<file path="config.mk">
export PLATFORM = sky130hd
export DESIGN_NAME = presence_change_filter_cache_flat
export DESIGN_NICKNAME = d
export VERILOG_FILES = /design/src/rtl/core/pcfc_pkg.sv /design/src/rtl/core/pcfc_report_if.sv /design/src/rtl/core/pcfc_verdict_if.sv /design/src/rtl/core/pcfc_ram.sv /design/src/rtl/core/presence_change_filter_cache.sv /design/src/flat_wrapper.sv
export VERILOG_INCLUDE_DIRS = /design/src /design/src/rtl/core
export SDC_FILE = /design/constraint.sdc
export NUM_CORES = 1
export LEC_CHECK = 0
export ABC_CLOCK_PERIOD_IN_PS = 3270
export BUFFER_PORTS_ARGS = -buffer_cell sky130_fd_sc_hd__buf_2
export CAP_MARGIN = 20
export CORE_MARGIN = 10
export CORE_UTILIZATION = 37
export DETAILED_ROUTE_END_ITERATION = 16
export SETUP_SLACK_MARGIN = 0.15
export SYNTH_ARGS = -nofsm -noshare
export SYNTH_HDL_FRONTEND = slang
export SYNTH_SLANG_ARGS = --single-unit
</file>
<file path="constraint.sdc">
create_clock -name clk -period 3.27 [get_ports clk]
set_clock_uncertainty 0.15 [all_clocks]
set_input_delay 0.654 -clock clk [delete_from_list [all_inputs] [get_ports clk]]
set_output_delay 0.654 -clock clk [all_outputs]
set_load 0.005 [all_outputs]
</file>
<file path="src/rtl/core/presence_change_filter_cache_defines.svh">
// Assertion macros for the presence change filter cache.
`ifndef PRESENCE_CHANGE_FILTER_CACHE_DEFINES_SVH
`define PRESENCE_CHANGE_FILTER_CACHE_DEFINES_SVH

`ifndef SYNTH
// Checked only outside reset.
`define PCFC_ASSERT(lbl, prop, msg) \
  lbl: assert property (@(posedge clk) disable iff (rst) (prop)) else $error(msg);
// Checked at every edge, reset included.
`define PCFC_ASSERT_ALWAYS(lbl, prop, msg) \
  lbl: assert property (@(posedge clk) (prop)) else $error(msg);
`else
`define PCFC_ASSERT(lbl, prop, msg)
`define PCFC_ASSERT_ALWAYS(lbl, prop, msg)
`endif

`endif

</file>
<file path="src/rtl/core/pcfc_pkg.sv">
package pcfc_pkg;

  localparam int CACHE_ENTRIES = 8;
  localparam int IDX_W = (CACHE_ENTRIES > 1) ? $clog2(CACHE_ENTRIES) : 1;
  localparam int CNT_W = $clog2(CACHE_ENTRIES + 1);

  localparam int ADDR_W = 16;
  localparam int ST_W = 2;
  localparam int VERD_W = 2;
  localparam int ENTRY_W = ADDR_W + ST_W;

  localparam logic [ADDR_W-1:0] UNICAST_MAX = 16'h7FFF;

  // APB: one 32-bit register at byte 0; paddr[2] is the word index.
  localparam int PADDR_W = 3;
  localparam int PDATA_W = 32;
  localparam logic REG_LOCAL_ADDR = 1'b0;

  typedef enum logic [VERD_W-1:0] {
    V_NONE    = 2'd0,
    V_SELF    = 2'd1,
    V_DIRECT  = 2'd2,
    V_CHANGED = 2'd3
  } verdict_t;

  typedef enum logic [2:0] {
    S_IDLE,
    S_SCAN,
    S_LAST,
    S_DECIDE,
    S_DONE
  } state_t;

endpackage

</file>
<file path="src/rtl/core/pcfc_report_if.sv">
interface pcfc_report_if;
  import pcfc_pkg::*;

  logic              valid;
  logic              ready;
  logic [ADDR_W-1:0] src_addr;
  logic [ADDR_W-1:0] dst_addr;
  logic [ST_W-1:0]   status;

  modport source(output valid, output src_addr, output dst_addr, output status, input ready);
  modport sink(input valid, input src_addr, input dst_addr, input status, output ready);
endinterface

</file>
<file path="src/rtl/core/pcfc_verdict_if.sv">
interface pcfc_verdict_if;
  import pcfc_pkg::*;

  logic              valid;
  logic              ready;
  logic [VERD_W-1:0] verdict;
  logic [ST_W-1:0]   echo_status;

  modport source(output valid, output verdict, output echo_status, input ready);
  modport sink(input valid, input verdict, input echo_status, output ready);
endinterface

</file>
<file path="src/rtl/core/pcfc_ram.sv">
module pcfc_ram #(
  parameter int WIDTH = 8,
  parameter int DEPTH = 8
) (
  input  logic                                           clk,
  input  logic                                           we,
  input  logic [((DEPTH > 1) ? $clog2(DEPTH) : 1)-1:0]   waddr,
  input  logic [WIDTH-1:0]                               wdata,
  input  logic [((DEPTH > 1) ? $clog2(DEPTH) : 1)-1:0]   raddr,
  output logic [WIDTH-1:0]                               rdata
);
  logic [WIDTH-1:0] mem [DEPTH];

  always_ff @(posedge clk) begin
    if (we) begin
      mem[waddr] <= wdata;
    end
    rdata <= mem[raddr];
  end
endmodule

</file>
<file path="src/rtl/core/presence_change_filter_cache.sv">
// Presence change filter with a small fully associative cache.
// Input channel (report): one beat carries src_addr, dst_addr and status.
// Output channel (result): one beat per report, verdict and echo_status.
// Config: APB write of local_addr at byte 0 (pready tied high), readable.
// Reports from the local address, or with a unicast destination, are
// classified at once: the accept moves the block straight to S_DONE, which
// loads the output register as soon as it is free and then returns to idle.
// Other reports walk the cache RAM, one read per cycle on its single read
// port: a read of every entry (S_SCAN), the compare of the last read
// (S_LAST), a decide/write-back step (S_DECIDE) and the load of the output
// register in S_DONE, which also waits while that register is still full.
// One report is in flight at a time; ready is high only while idle.
// The result sits in an output register; a stalled receiver keeps it there,
// and the next report is still accepted and worked on, holding only its own
// result until the register frees.
// Reset (rst, synchronous): local_addr = 0, replace head = 0, per-entry
// valid flops cleared so every slot reads as empty (address 0, status 0).
// No clearing pass is needed; the block is ready on the cycle after reset.
`include "presence_change_filter_cache_defines.svh"

module presence_change_filter_cache (
  input  logic                         clk,
  input  logic                         rst,
  pcfc_report_if.sink                  report,
  pcfc_verdict_if.source               result,
  input  logic                         psel,
  input  logic                         penable,
  input  logic                         pwrite,
  input  logic [pcfc_pkg::PADDR_W-1:0] paddr,
  input  logic [pcfc_pkg::PDATA_W-1:0] pwdata,
  output logic [pcfc_pkg::PDATA_W-1:0] prdata,
  output logic                         pready
);
  import pcfc_pkg::*;

  state_t state, state_next;

  // Config register
  logic [ADDR_W-1:0] local_addr;
  logic              cfg_wr;

  // Latched report and its result
  logic [ADDR_W-1:0] item_src;
  logic [ST_W-1:0]   item_st;
  verdict_t          verd;

  // Read walk and compare stage
  logic [CNT_W-1:0]  rd_cnt;
  logic [IDX_W-1:0]  rd_idx;
  logic              cmp_valid;
  logic [IDX_W-1:0]  cmp_idx;
  logic [ENTRY_W-1:0] rd_data;
  logic [ADDR_W-1:0] eff_addr;
  logic [ST_W-1:0]   eff_st;

  // Scan results
  logic              hit_found;
  logic [IDX_W-1:0]  hit_idx;
  logic [ST_W-1:0]   hit_st;
  logic              empty_found;
  logic [IDX_W-1:0]  empty_idx;

  // Entry valid flops: an entry never written reads as empty
  logic [CACHE_ENTRIES-1:0] valid;
  logic [IDX_W-1:0]  head;

  // Write-back
  logic              hit_same;
  logic              wr_en;
  logic              evict;
  logic [IDX_W-1:0]  wr_idx;

  logic              in_fire;
  logic              out_free;
  logic              fast_path;
  logic              dst_unicast;
  logic              is_local;
  logic              ovalid;

  // ---------------- configuration port ----------------
  assign pready = 1'b1;
  assign cfg_wr = psel && penable && pwrite && (paddr[2] == REG_LOCAL_ADDR);
  assign prdata = (paddr[2] == REG_LOCAL_ADDR) ?
                  {{(PDATA_W-ADDR_W){1'b0}}, local_addr} : '0;

  always_ff @(posedge clk) begin
    if (rst) begin
      local_addr <= '0;
    end else if (cfg_wr) begin
      local_addr <= pwdata[ADDR_W-1:0];
    end
  end

  // ---------------- classification of the incoming beat ----------------
  assign dst_unicast = (report.dst_addr != '0) && (report.dst_addr <= UNICAST_MAX);
  assign is_local    = (report.src_addr == local_addr);
  assign fast_path   = is_local || dst_unicast;
  assign in_fire     = report.valid && report.ready;
  assign out_free    = !ovalid || result.ready;

  // ---------------- cache RAM ----------------
  assign rd_idx = rd_cnt[IDX_W-1:0];

  pcfc_ram #(
    .WIDTH(ENTRY_W),
    .DEPTH(CACHE_ENTRIES)
  ) u_ram (
    .clk  (clk),
    .we   (wr_en),
    .waddr(wr_idx),
    .wdata({item_src, item_st}),
    .raddr(rd_idx),
    .rdata(rd_data)
  );

  // An entry without its valid bit reads as address 0, status 0.
  assign eff_addr = valid[cmp_idx] ? rd_data[ENTRY_W-1:ST_W] : '0;
  assign eff_st   = valid[cmp_idx] ? rd_data[ST_W-1:0] : '0;

  // Lowest matching slot wins; else lowest empty slot; else the FIFO head.
  assign hit_same = hit_found && (hit_st == item_st);
  assign wr_idx   = hit_found ? hit_idx : (empty_found ? empty_idx : head);

  // ---------------- state machine ----------------
  always_comb begin
    state_next = state;
    unique case (state)
      S_IDLE: begin
        if (report.valid) begin
          state_next = fast_path ? S_DONE : S_SCAN;
        end
      end
      S_SCAN: begin
        if (rd_cnt == CNT_W'(CACHE_ENTRIES - 1)) begin
          state_next = S_LAST;
        end
      end
      S_LAST:   state_next = S_DECIDE;
      S_DECIDE: state_next = S_DONE;
      S_DONE: begin
        if (out_free) begin
          state_next = S_IDLE;
        end
      end
      default:  state_next = S_IDLE;
    endcase
  end

  always_comb begin
    report.ready = (state == S_IDLE);
    wr_en        = (state == S_DECIDE) && !hit_same;
    evict        = (state == S_DECIDE) && !hit_found && !empty_found;
  end

  always_ff @(posedge clk) begin
    if (rst) begin
      state <= S_IDLE;
    end else begin
      state <= state_next;
    end
  end

  // ---------------- datapath ----------------
  always_ff @(posedge clk) begin
    if (rst) begin
      cmp_valid   <= 1'b0;
      valid       <= '0;
      head        <= '0;
      rd_cnt      <= '0;
      hit_found   <= 1'b0;
      empty_found <= 1'b0;
    end else begin
      cmp_valid <= (state == S_SCAN);
      cmp_idx   <= rd_idx;

      if (in_fire) begin
        rd_cnt      <= '0;
        hit_found   <= 1'b0;
        empty_found <= 1'b0;
      end else if (state == S_SCAN) begin
        rd_cnt <= rd_cnt + CNT_W'(1);
      end

      if (cmp_valid) begin
        if (!hit_found && (eff_addr == item_src)) begin
          hit_found <= 1'b1;
          hit_idx   <= cmp_idx;
          hit_st    <= eff_st;
        end
        if (!empty_found && (eff_addr == '0)) begin
          empty_found <= 1'b1;
          empty_idx   <= cmp_idx;
        end
      end

      if (wr_en) begin
        valid[wr_idx] <= 1'b1;
      end
      if (evict) begin
        head <= (head == IDX_W'(CACHE_ENTRIES - 1)) ? '0 : head + IDX_W'(1);
      end
    end
  end

  // Report latch and verdict.
  always_ff @(posedge clk) begin
    if (in_fire) begin
      item_src <= report.src_addr;
      item_st  <= report.status;
      if (is_local) begin
        verd <= dst_unicast ? V_SELF : V_NONE;
      end else begin
        verd <= V_DIRECT;
      end
    end else if (state == S_DECIDE) begin
      verd <= hit_same ? V_NONE : V_CHANGED;
    end
  end

  // ---------------- output register ----------------
  always_ff @(posedge clk) begin
    if (rst) begin
      ovalid <= 1'b0;
    end else if ((state == S_DONE) && out_free) begin
      ovalid <= 1'b1;
    end else if (result.ready) begin
      ovalid <= 1'b0;
    end
  end

  always_ff @(posedge clk) begin
    if ((state == S_DONE) && out_free) begin
      result.verdict     <= verd;
      result.echo_status <= item_st;
    end
  end

  assign result.valid = ovalid;

  // ---------------- assertions ----------------
  `PCFC_ASSERT(a_walk_bound, rd_cnt <= CNT_W'(CACHE_ENTRIES), "read walk ran past the cache")
  `PCFC_ASSERT(a_head_on_evict, !$stable(head) |-> $past(evict), "replace head moved without an eviction")
  `PCFC_ASSERT(a_valid_grows, !$past(rst) |-> ((valid & $past(valid)) == $past(valid)), "entry valid bit dropped outside reset")
  `PCFC_ASSERT_ALWAYS(a_reset_clears, $past(rst) |-> (valid == '0 && head == '0 && !ovalid), "reset left cache state behind")

endmodule

</file>
<file path="src/flat_wrapper.sv">
// flat-port wrapper written by rule: the top's interface ports become plain ports
module presence_change_filter_cache_flat import pcfc_pkg::*;
  (clk, rst, psel, penable, pwrite, paddr, pwdata, prdata, pready, report_valid, report_src_addr, report_dst_addr, report_status, report_ready, result_valid, result_verdict, result_echo_status, result_ready);
  pcfc_report_if report_i ();
  pcfc_verdict_if result_i ();
  input  logic clk;
  input  logic rst;
  input  logic psel;
  input  logic penable;
  input  logic pwrite;
  input  logic [pcfc_pkg::PADDR_W-1:0] paddr;
  input  logic [pcfc_pkg::PDATA_W-1:0] pwdata;
  output logic [pcfc_pkg::PDATA_W-1:0] prdata;
  output logic pready;
  input wire logic [$bits(report_i.valid)-1:0] report_valid;
  input wire logic [$bits(report_i.src_addr)-1:0] report_src_addr;
  input wire logic [$bits(report_i.dst_addr)-1:0] report_dst_addr;
  input wire logic [$bits(report_i.status)-1:0] report_status;
  output wire logic [$bits(report_i.ready)-1:0] report_ready;
  output wire logic [$bits(result_i.valid)-1:0] result_valid;
  output wire logic [$bits(result_i.verdict)-1:0] result_verdict;
  output wire logic [$bits(result_i.echo_status)-1:0] result_echo_status;
  input wire logic [$bits(result_i.ready)-1:0] result_ready;
  assign report_i.valid = report_valid;
  assign report_i.src_addr = report_src_addr;
  assign report_i.dst_addr = report_dst_addr;
  assign report_i.status = report_status;
  assign report_ready = report_i.ready;
  assign result_valid = result_i.valid;
  assign result_verdict = result_i.verdict;
  assign result_echo_status = result_i.echo_status;
  assign result_i.ready = result_ready;
  presence_change_filter_cache u_core (.clk(clk), .rst(rst), .report(report_i), .result(result_i), .psel(psel), .penable(penable), .pwrite(pwrite), .paddr(paddr), .pwdata(pwdata), .prdata(prdata), .pready(pready));
endmodule
</file>
==> run summary, run 1 <==
status -> completed
largest net degree at the start of global routing -> 27
Ant. Diodes -> 0
area grow syn2layout -> 17.8%
Worst Hold Class -> in2reg
GR Util met2 -> 0.209
row count -> 58
RR Startpoint -> u_core.cmp_idx[0]
die footprint -> 0.0321 mm²
crit start category -> register
Total Power -> 6.36 mW
vias per cell -> 4.96
Async SR Flop Fraction -> 0
sw power -> 1.31 mW
hold_buf cts -> 0
fillers -> 2196
number of synthesized flops with an enable pin -> 179
cells after synthesis -> 591
Worst Setup End Kind -> register
Peak VDD IR -> 362 µV
Reg2Reg Depth -> 7
first-pass GRT wire length -> 31900 µm
Most Used Layer, Global Route -> met2
Starting DRT DRC Count -> 320
Tightest Pin Transition -> 688 ps
Mapped Area -> 0.00936 mm²
drt wl/cell -> 19.4 µm
Cell Chain, Critical Path -> mux2_4, a2bb2oi_4, a311o_1, a22oi_1, o21ai_1, nor3_1, buf_4
Tot GR Track Use -> 0.129
Detail Placement HPWL -> 13800 µm
clock group share of total power -> 0.436
Syn Area/Cell -> 15.8 µm²
max_cap viols -> 0
leak pwr -> 3.84 nW
GPL Wtd Cong -> 0.784
critical path's slowest cell -> edfxtp_1
Clock Pin Slew Worst Setup and Hold Paths -> 60 ps
crit path time final -> 2510 ps
Synth Warn # -> 0
H-tree depth -> 1
Synth Register Bits -> 235
Tcrit/Tclk final -> 0.767
I/O pin total -> 115
WHS -> 167 ps
Seq/Total Area, Yosys -> 0.694
Synth top area share -> 0.574
sequential power share -> 0.526
Setup CP Type -> reg2reg
fmax -> 399 MHz
total gr overflow -> 0
Pwr per Cell Area -> 577 mW/mm²
Worst Hold Depth -> 1
CTS Buf Count -> 26
Post-route DRC -> 0
total routed wirelength -> 20300 µm
TritonRoute pass-1 iters -> 5
most frequent cells after synthesis -> 179 x edfxtp_1, 56 x dfxtp_1, 52 x nand2_1
Worst Path Max Fanout -> 6
Vias -> 5173
initial antenna violation count -> 0
clock sinks -> 235
vias in the first global route -> 5771
Worst-Skew Late Latency -> 520 ps
nets -> 773
post-synth cell types -> 58
reg2reg setup slack -> 760 ps
ranking of synthesized cells by area -> edfxtp_1 57%, dfxtp_1 12%, mux4_2 8.7%, mux2_2 2.2%, nand2_1 2.1%
CORE AREA -> 0.0250 mm²
die width -> 179 µm
grt met3 use -> 0.0316
reg2reg end -> u_core.hit_st[1]
# Post-CTS Setup Buffers -> 0
Routed Antenna Nets -> 0
Cell Int Power -> 5.05 mW
Root Buffer -> clkbuf_16
Starting Density -> 0.374
routing usage on met1 -> 0.166
count of final hold-check violations -> 0
sw frac -> 0.206
area leader, netlist -> edfxtp_1
die height -> 179 µm
logic gate share of total power -> 0.037
Max Root-Sink Buffers -> 3
Hold Path Origin -> report_status[1]
# resized after CTS -> 0
WP data arrival -> 2590 ps
Final Max Tran Viols -> 0
setup TNS -> 0 ps
Synth Flop Type -> edfxtp_1
most common cell in the netlist -> edfxtp_1
final number of setup-violating endpoints -> 0
worst rel slew slack -> 0.541
CTS tree -> built
share of post-route cells with drive strength above 1 -> 0.296
RSZ-0062 raised after global routing -> false
Critical Path RT -> 3350 ps
Min-Delay Endpoint -> u_core.item_st[1]
slowest stage delay, CP -> 510 ps
Buffers on Ports -> 79
[cell type report]
| type | instances | area (µm²) | share of cell area |
|---|---|---|---|
| timing repair buffer | 102 | 581 | 0.0527 |
| sequential | 235 | 6500 | 0.589 |
| clock buffer | 40 | 754 | 0.0684 |
| multi-input combinational | 322 | 2690 | 0.244 |
| tap | 330 | 413 | 0.0375 |
| clock inverter | 7 | 66.3 | 0.00602 |
| inverter | 7 | 26.3 | 0.00238 |
[critical path, delay by kind of cell (launching register included)]
| family | cells | cell delay, ps |
|---|---|---|
| AND/OR/NAND/NOR | 1 | 190 |
| AO/OA/AOI/OAI | 4 | 820 |
| flip-flops | 1 | 510 |
| buffers and inverters | 1 | 190 |
| multiplexers | 1 | 360 |
[layout by cell type, fill, tap and decap left out, types with 10 or more instances in the layout]
master and count:
edfxtp_1 179, buf_2 79, dfxtp_1 55, nand2_1 52
mux4_2 36, clkbuf_16 27, a21oi_1 23, buf_4 22
xor2_1 20, nor2_1 18, nor2b_1 18, mux2_2 18
conb_1 17, nor4_1 13, o21a_1 11, mux2i_1 11
clkbuf_1 10
[flip-flops by register name, summed over array words and instances, names as in the netlist, 4 cells and up]
register	flops
u_core.u_ram.mem	144
u_core.local_addr	16
u_core.valid	8
u_core.rd_cnt	4
u_core.item_src	16
u_core.u_ram.rdata	18
[per-layer routing]
layer,vias to the layer above,share of wire
met3,43,0.061
met5,-,0
li1,2424,-
met2,177,0.47
met4,0,0.024
met1,2529,0.45
[metrics by stage]
| stage | util | setup WS [ps] | instance area (µm²) | instances |
|---|---|---|---|---|
| after floorplan | - | 754 | 9410 | 606 |
| after global placement | 0.408 | 762 | 10200 | 996 |
| after detailed placement | 0.408 | 743 | 10200 | 996 |
| after CTS | 0.440 | 766 | 11000 | 1043 |
| after global routing | 0.440 | 630 | 11000 | 1043 |
| final | 0.440 | 761 | 11000 | 1043 |
[worst max path at each step]
stage	start	end	depth (start not counted)
3_5_place_dp	rst	u_core.hit_st[1]	7
3_3_place_gp	rst	u_core.hit_st[0]	7
6_report	u_core.cmp_idx[0]	u_core.hit_st[1]	7
5_1_grt	u_core.item_st[0]	u_core.u_ram.mem[3][3]	6
2_1_floorplan	u_core.item_st[0]	u_core.u_ram.mem[1][0]	5
4_1_cts	u_core.cmp_idx[0]	u_core.hit_st[1]	7
[power by group through the flow]
| stage | Combinational [mW] | Sequential, mW | Clock [mW] |
|---|---|---|---|
| final | 0.237 | 3.35 | 2.77 |
| after global routing | 0.264 | 3.35 | 2.95 |
| after CTS | 0.241 | 3.35 | 2.82 |
| after detailed placement | 0.239 | 3.41 | 0 |
| after global placement | 0.234 | 3.40 | 0 |
| after floorplan | 0.175 | 3.37 | 0 |
[cell families after synthesis]
group | Yosys count | synth area share
AO/OA/AOI/OAI | 62 | 0.0469
XOR/XNOR | 28 | 0.0262
adder cells (fa/ha/maj) | 3 | 0.00401
buffers and inverters | 49 | 0.0269
flip-flops | 235 | 0.694
multiplexers | 66 | 0.122
other | 2 | 0.000803
AND/OR/NAND/NOR | 146 | 0.0793
No activity file was read; power rests on OpenSTA's default activity.
==> run 2, diff against run 1 <==
- ABC_CLOCK_PERIOD_IN_PS: 3270 -> 2100
- clock period: 3.27 -> 2.1 ns (I/O delays scaled with it)
==> run summary, run 2 (synthesis gave the netlist of run 1 again) <==
status -> complete, but fails checks
failing checks -> setup timing
final number of setup-violating endpoints -> 12
share of post-route cells with drive strength above 1 -> 0.360
row count -> 58
drt wl/cell -> 19.3 µm
setup TNS -> -1670 ps
Total Power -> 9.50 mW
die height -> 179 µm
total routed wirelength -> 21600 µm
I/O pin total -> 115
GPL Wtd Cong -> 0.810
RR Startpoint -> u_core.cmp_idx[0]
Critical Path RT -> 2180 ps
Max Root-Sink Buffers -> 3
Pwr per Cell Area -> 785 mW/mm²
Tightest Pin Transition -> 657 ps
biggest regs -> u_core.u_ram.mem (144), u_core.u_ram.rdata (18)
CORE AREA -> 0.0250 mm²
worst slack, placed -> -342 ps
Root Buffer -> clkbuf_16
Setup crit end -> u_core.hit_idx[0]
Clock Pin Slew Worst Setup and Hold Paths -> 60 ps
Peak VDD IR -> 642 µV
final setup margin -> -298 ps
CTS tree -> built
die footprint -> 0.0321 mm²
crit start category -> register
Worst-Skew Late Latency -> 510 ps
Buffers on Ports -> 79
Worst Hold Class -> in2reg
Top reg by flops -> u_core.u_ram.mem
Routed Antenna Nets -> 0
Final Max Tran Viols -> 0
first-pass GRT wire length -> 33600 µm
WHS -> 4.49 ps
Post-route DRC -> 0
Final Core Density -> 0.484
most frequent cells in the layout -> 179 x edfxtp_1, 79 x buf_2, 52 x dfxtp_1
vias per cell -> 4.95
Starting DRT DRC Count -> 354
Reg2Reg Depth -> 7
vias in the first global route -> 6178
max reg flops -> 144
area grow syn2layout -> 29.4%
Tcrit/Tclk final -> 1.14
Worst Path Max Fanout -> 5
worst rel slew slack -> 0.560
max_cap viols -> 0
DP Area -> 0.0107 mm²
Worst Setup End Kind -> register
leak pwr -> 4.28 nW
Detail Placement HPWL -> 14400 µm
reg2reg setup slack -> -300 ps
nets -> 854
clock sinks -> 235
total gr overflow -> 0
TritonRoute pass-1 iters -> 5
Setup CP Type -> reg2reg
count of final hold-check violations -> 0
cell area after layout -> 0.0121 mm²
WP data arrival -> 2480 ps
RSZ-0062 raised after global routing -> true
die width -> 179 µm
crit path time final -> 2400 ps
Crit. Startpoint -> u_core.cmp_idx[0]
Ant. Diodes -> 0
Vias -> 5556
Tot GR Track Use -> 0.135
largest net degree at the start of global routing -> 27
commonest non-fill, non-tap cell in the layout -> edfxtp_1
fmax -> 417 MHz
reg2reg end -> u_core.hit_idx[0]
Starting Density -> 0.374
CTS Buf Count -> 23
initial antenna violation count -> 0
H-tree depth -> 1
Cells after DPL -> 1031
final cell count without fillers -> 1122
run 2: cell count changes in the layout (fill, tap and decap cells not counted), sizes merged:
cell / delta
buf: +52
clkbuf: -5
clkinv: +2
clkinvlp: +1
dlygate4sd3: +28
dlymetal6s4s: +1
run 2: area by class of cell:
type                    count  area, µm²
multi-input cells         322       2870
well taps                 330        413
fillers                  2117      12900
flip-flops and latches    235       6500
clock buffers              32        609
clock inverters            10       80.1
inverters                   7       26.3
repair buffers            186       1600
run 2: timing repair:
| action | CTS | global route |
|---|---|---|
| resized for setup | 17 | 28 |
| setup endpoints to repair | 67 | 166 |
| gates cloned | 2 | 3 |
| pin swaps | 12 | 17 |
| setup buffers | 10 | 5 |
| hold buffers | 29 | 0 |
| endpoints found under the hold margin | 29 | 0 |
run 2: worst max-delay path, cell delays in order (launching register included):
cell,delay [ps]
edfxtp_1,510
mux2_4,360
a2bb2oi_4,190
a311o_1,290
a22oi_2,200
o21ai_2,100
nor3_2,140
buf_4,170
run 2: worst min path at each step:
stage                   startpoint                       end  slack [ps]  cells after the start
floorplan           u_core.verd[0]  u_core.result.verdict[0]         250                      0
global placement    u_core.verd[1]  u_core.result.verdict[1]         270                      0
detailed placement  u_core.verd[0]  u_core.result.verdict[0]         260                      0
CTS                     pwdata[10]     u_core.local_addr[10]         0.9                      3
global route             pwdata[4]      u_core.local_addr[4]           9                      3
finish                   pwdata[4]      u_core.local_addr[4]           4                      3
run 2: report_power, final:
group / total [mW] / internal (mW) / switching (mW)
logic: 0.546 / 0.276 / 0.270
registers: 5.16 / 5.09 / 0.0770
clock network: 3.80 / 2.16 / 1.64
total: 9.50 / 7.52 / 1.99
run 2: routing by layer:
layer	track usage	up-vias	routed length [µm]
li1	-	2588	-
met1	0.163	2742	9060
met2	0.234	185	10700
met3	0.0343	41	1340
met4	0.0400	0	523
met5	0	-	0
==> run 3, diff against run 2 <==
- GPL_TIMING_DRIVEN: default -> 0
- SLEW_MARGIN: default -> 5
==> run summary, run 3 (synthesis gave the netlist of run 1 again) <==
status -> complete, but fails checks
failing checks -> setup timing
Routed Antenna Nets -> 0
Worst Hold Class -> in2reg
Starting Density -> 0.374
I/O pin total -> 115
leak pwr -> 4.49 nW
total gr overflow -> 0
total routed wirelength -> 24000 µm
Cell Int Power -> 7.78 mW
Tot GR Track Use -> 0.150
logic gate share of total power -> 0.055
GPL Wtd Cong -> 0.813
crit path time final -> 2480 ps
Root Buffer -> clkbuf_16
Final Max Tran Viols -> 0
Total Power -> 9.84 mW
worst slack, placed -> -567 ps
Critical Path RT -> 2180 ps
die width -> 179 µm
crit start category -> register
Cells after DPL -> 1014
clock sinks -> 235
clock group share of total power -> 0.416
Worst Setup End Kind -> register
Max Root-Sink Buffers -> 3
Buffers on Ports -> 78
count of final hold-check violations -> 0
Setup CP Type -> reg2reg
sequential power share -> 0.529
commonest non-fill, non-tap cell in the layout -> edfxtp_1
RR Startpoint -> u_core.cmp_idx[0]
final cell count without fillers -> 1149
RSZ-0062 raised after global routing -> true
Detail Placement HPWL -> 14300 µm
Top reg by flops -> u_core.u_ram.mem
WP data arrival -> 2560 ps
vias in the first global route -> 6324
Vias -> 5883
final number of setup-violating endpoints -> 160
initial antenna violation count -> 0
drt wl/cell -> 20.9 µm
CTS Buf Count -> 24
sw frac -> 0.210
nets -> 880
die height -> 179 µm
Hold Path Origin -> pwdata[14]
most frequent cells in the layout -> 179 x edfxtp_1, 79 x buf_2, 53 x dfxtp_1
share of post-route cells with drive strength above 1 -> 0.374
vias per cell -> 5.12
Clock Pin Slew Worst Setup and Hold Paths -> 60 ps
largest net degree at the start of global routing -> 24
H-tree depth -> 1
worst rel slew slack -> 0.430
CTS tree -> built
Pwr per Cell Area -> 789 mW/mm²
Post-route DRC -> 0
area grow syn2layout -> 33.3%
CORE AREA -> 0.0250 mm²
Worst Path Max Fanout -> 6
Starting DRT DRC Count -> 400
fmax -> 403 MHz
Ant. Diodes -> 0
max reg flops -> 144
sw power -> 2.06 mW
TritonRoute pass-1 iters -> 5
first-pass GRT wire length -> 36700 µm
Worst-Skew Late Latency -> 520 ps
Crit. Startpoint -> u_core.cmp_idx[0]
Peak VDD IR -> 650 µV
biggest regs -> u_core.u_ram.mem (144), u_core.u_ram.rdata (18)
die footprint -> 0.0321 mm²
Tightest Pin Transition -> 855 ps
max_cap viols -> 0
Tcrit/Tclk final -> 1.18
row count -> 58
final setup margin -> -378 ps
==> run 3: changes by cell type in the layout (fill, tap and decap cells not counted), moves of 3 or more <==
| cell | previous run | this run |
|---|---|---|
| buf_16 | 2 | 6 |
| buf_4 | 43 | 36 |
| buf_6 | 16 | 26 |
| buf_8 | 0 | 4 |
| clkbuf_1 | 9 | 19 |
| clkbuf_4 | 0 | 3 |
| clkbuf_8 | 0 | 4 |
| clkinv_1 | 4 | 0 |
| clkinv_2 | 2 | 5 |
| dlygate4sd3_1 | 28 | 24 |
==> run 3: final cells by class <==
cell class	count	area [µm²]
plain buffers	42	305
clock buffers	38	736
clock inverters	6	31.3
fillers	2035	12600
inverters	7	26.3
multi-input cells	322	2910
flip-flops and latches	235	6500
well taps	330	413
repair buffers	169	1550
==> run 3: metrics by stage <==
| stage | hold WS, ps | instance area (µm²) | utilization | setup TNS, ps |
|---|---|---|---|---|
| 2_1_floorplan | 250 | 9520 | - | -944 |
| 3_3_place_gp | 266 | 10300 | 0.412 | -72770 |
| 3_5_place_dp | 256 | 10300 | 0.412 | -79440 |
| 4_1_cts | 0.657 | 12300 | 0.491 | -20330 |
| 5_1_grt | 11.0 | 12500 | 0.498 | -39090 |
| 6_report | 13.4 | 12500 | 0.498 | -28780 |
==> run 3: per-layer routing <==
metal  up-vias  GRT usage  wire, µm
met3        46     0.0406      1850
li1       2645          -         -
met4         0     0.0530       715
met1      2913      0.180      9560
met2       279      0.255     11900
met5         -          0         0
==> run 3: worst max-delay path, cell delays in order (launching register included) <==
cell and delay, ps:
edfxtp_1 380, buf_6 160, mux2_4 210, a2bb2oi_4 300
nand2_4 130, buf_4 160, o21ai_0 170, nand2_1 140
nor3_4 220, buf_4 170
==> run 3: final timing paths <==
kind / endpoint / slack (ps) / cells after the start
setup / recovery: u_core.hit_idx[2] / -380 / 9
hold / removal: u_core.local_addr[14] / 10 / 3
setup reg to reg: u_core.hit_idx[2] / -380 / 9
hold reg to reg: u_core.result.verdict[0] / 270 / 0
==> run 3: power groups by stage <==
stage               Combinational, mW  Sequential (mW)  Clock (mW)
detailed placement              0.415             5.30           0
global route                    0.594             5.21        4.36
finish                          0.544             5.21        4.09
CTS                             0.509             5.20        4.14
global placement                0.403             5.30           0
floorplan                       0.278             5.25           0
==> run 3: timing repair <==
item | 4_1_cts | 5_1_grt
hold buffers | 27 | 0
gates resized for setup | 66 | 28
endpoints found under the hold margin | 27 | 0
buffers inserted | 46 | 12
endpoints found under the setup margin | 209 | 185
cloned | 6 | 0
pin swaps | 14 | 18
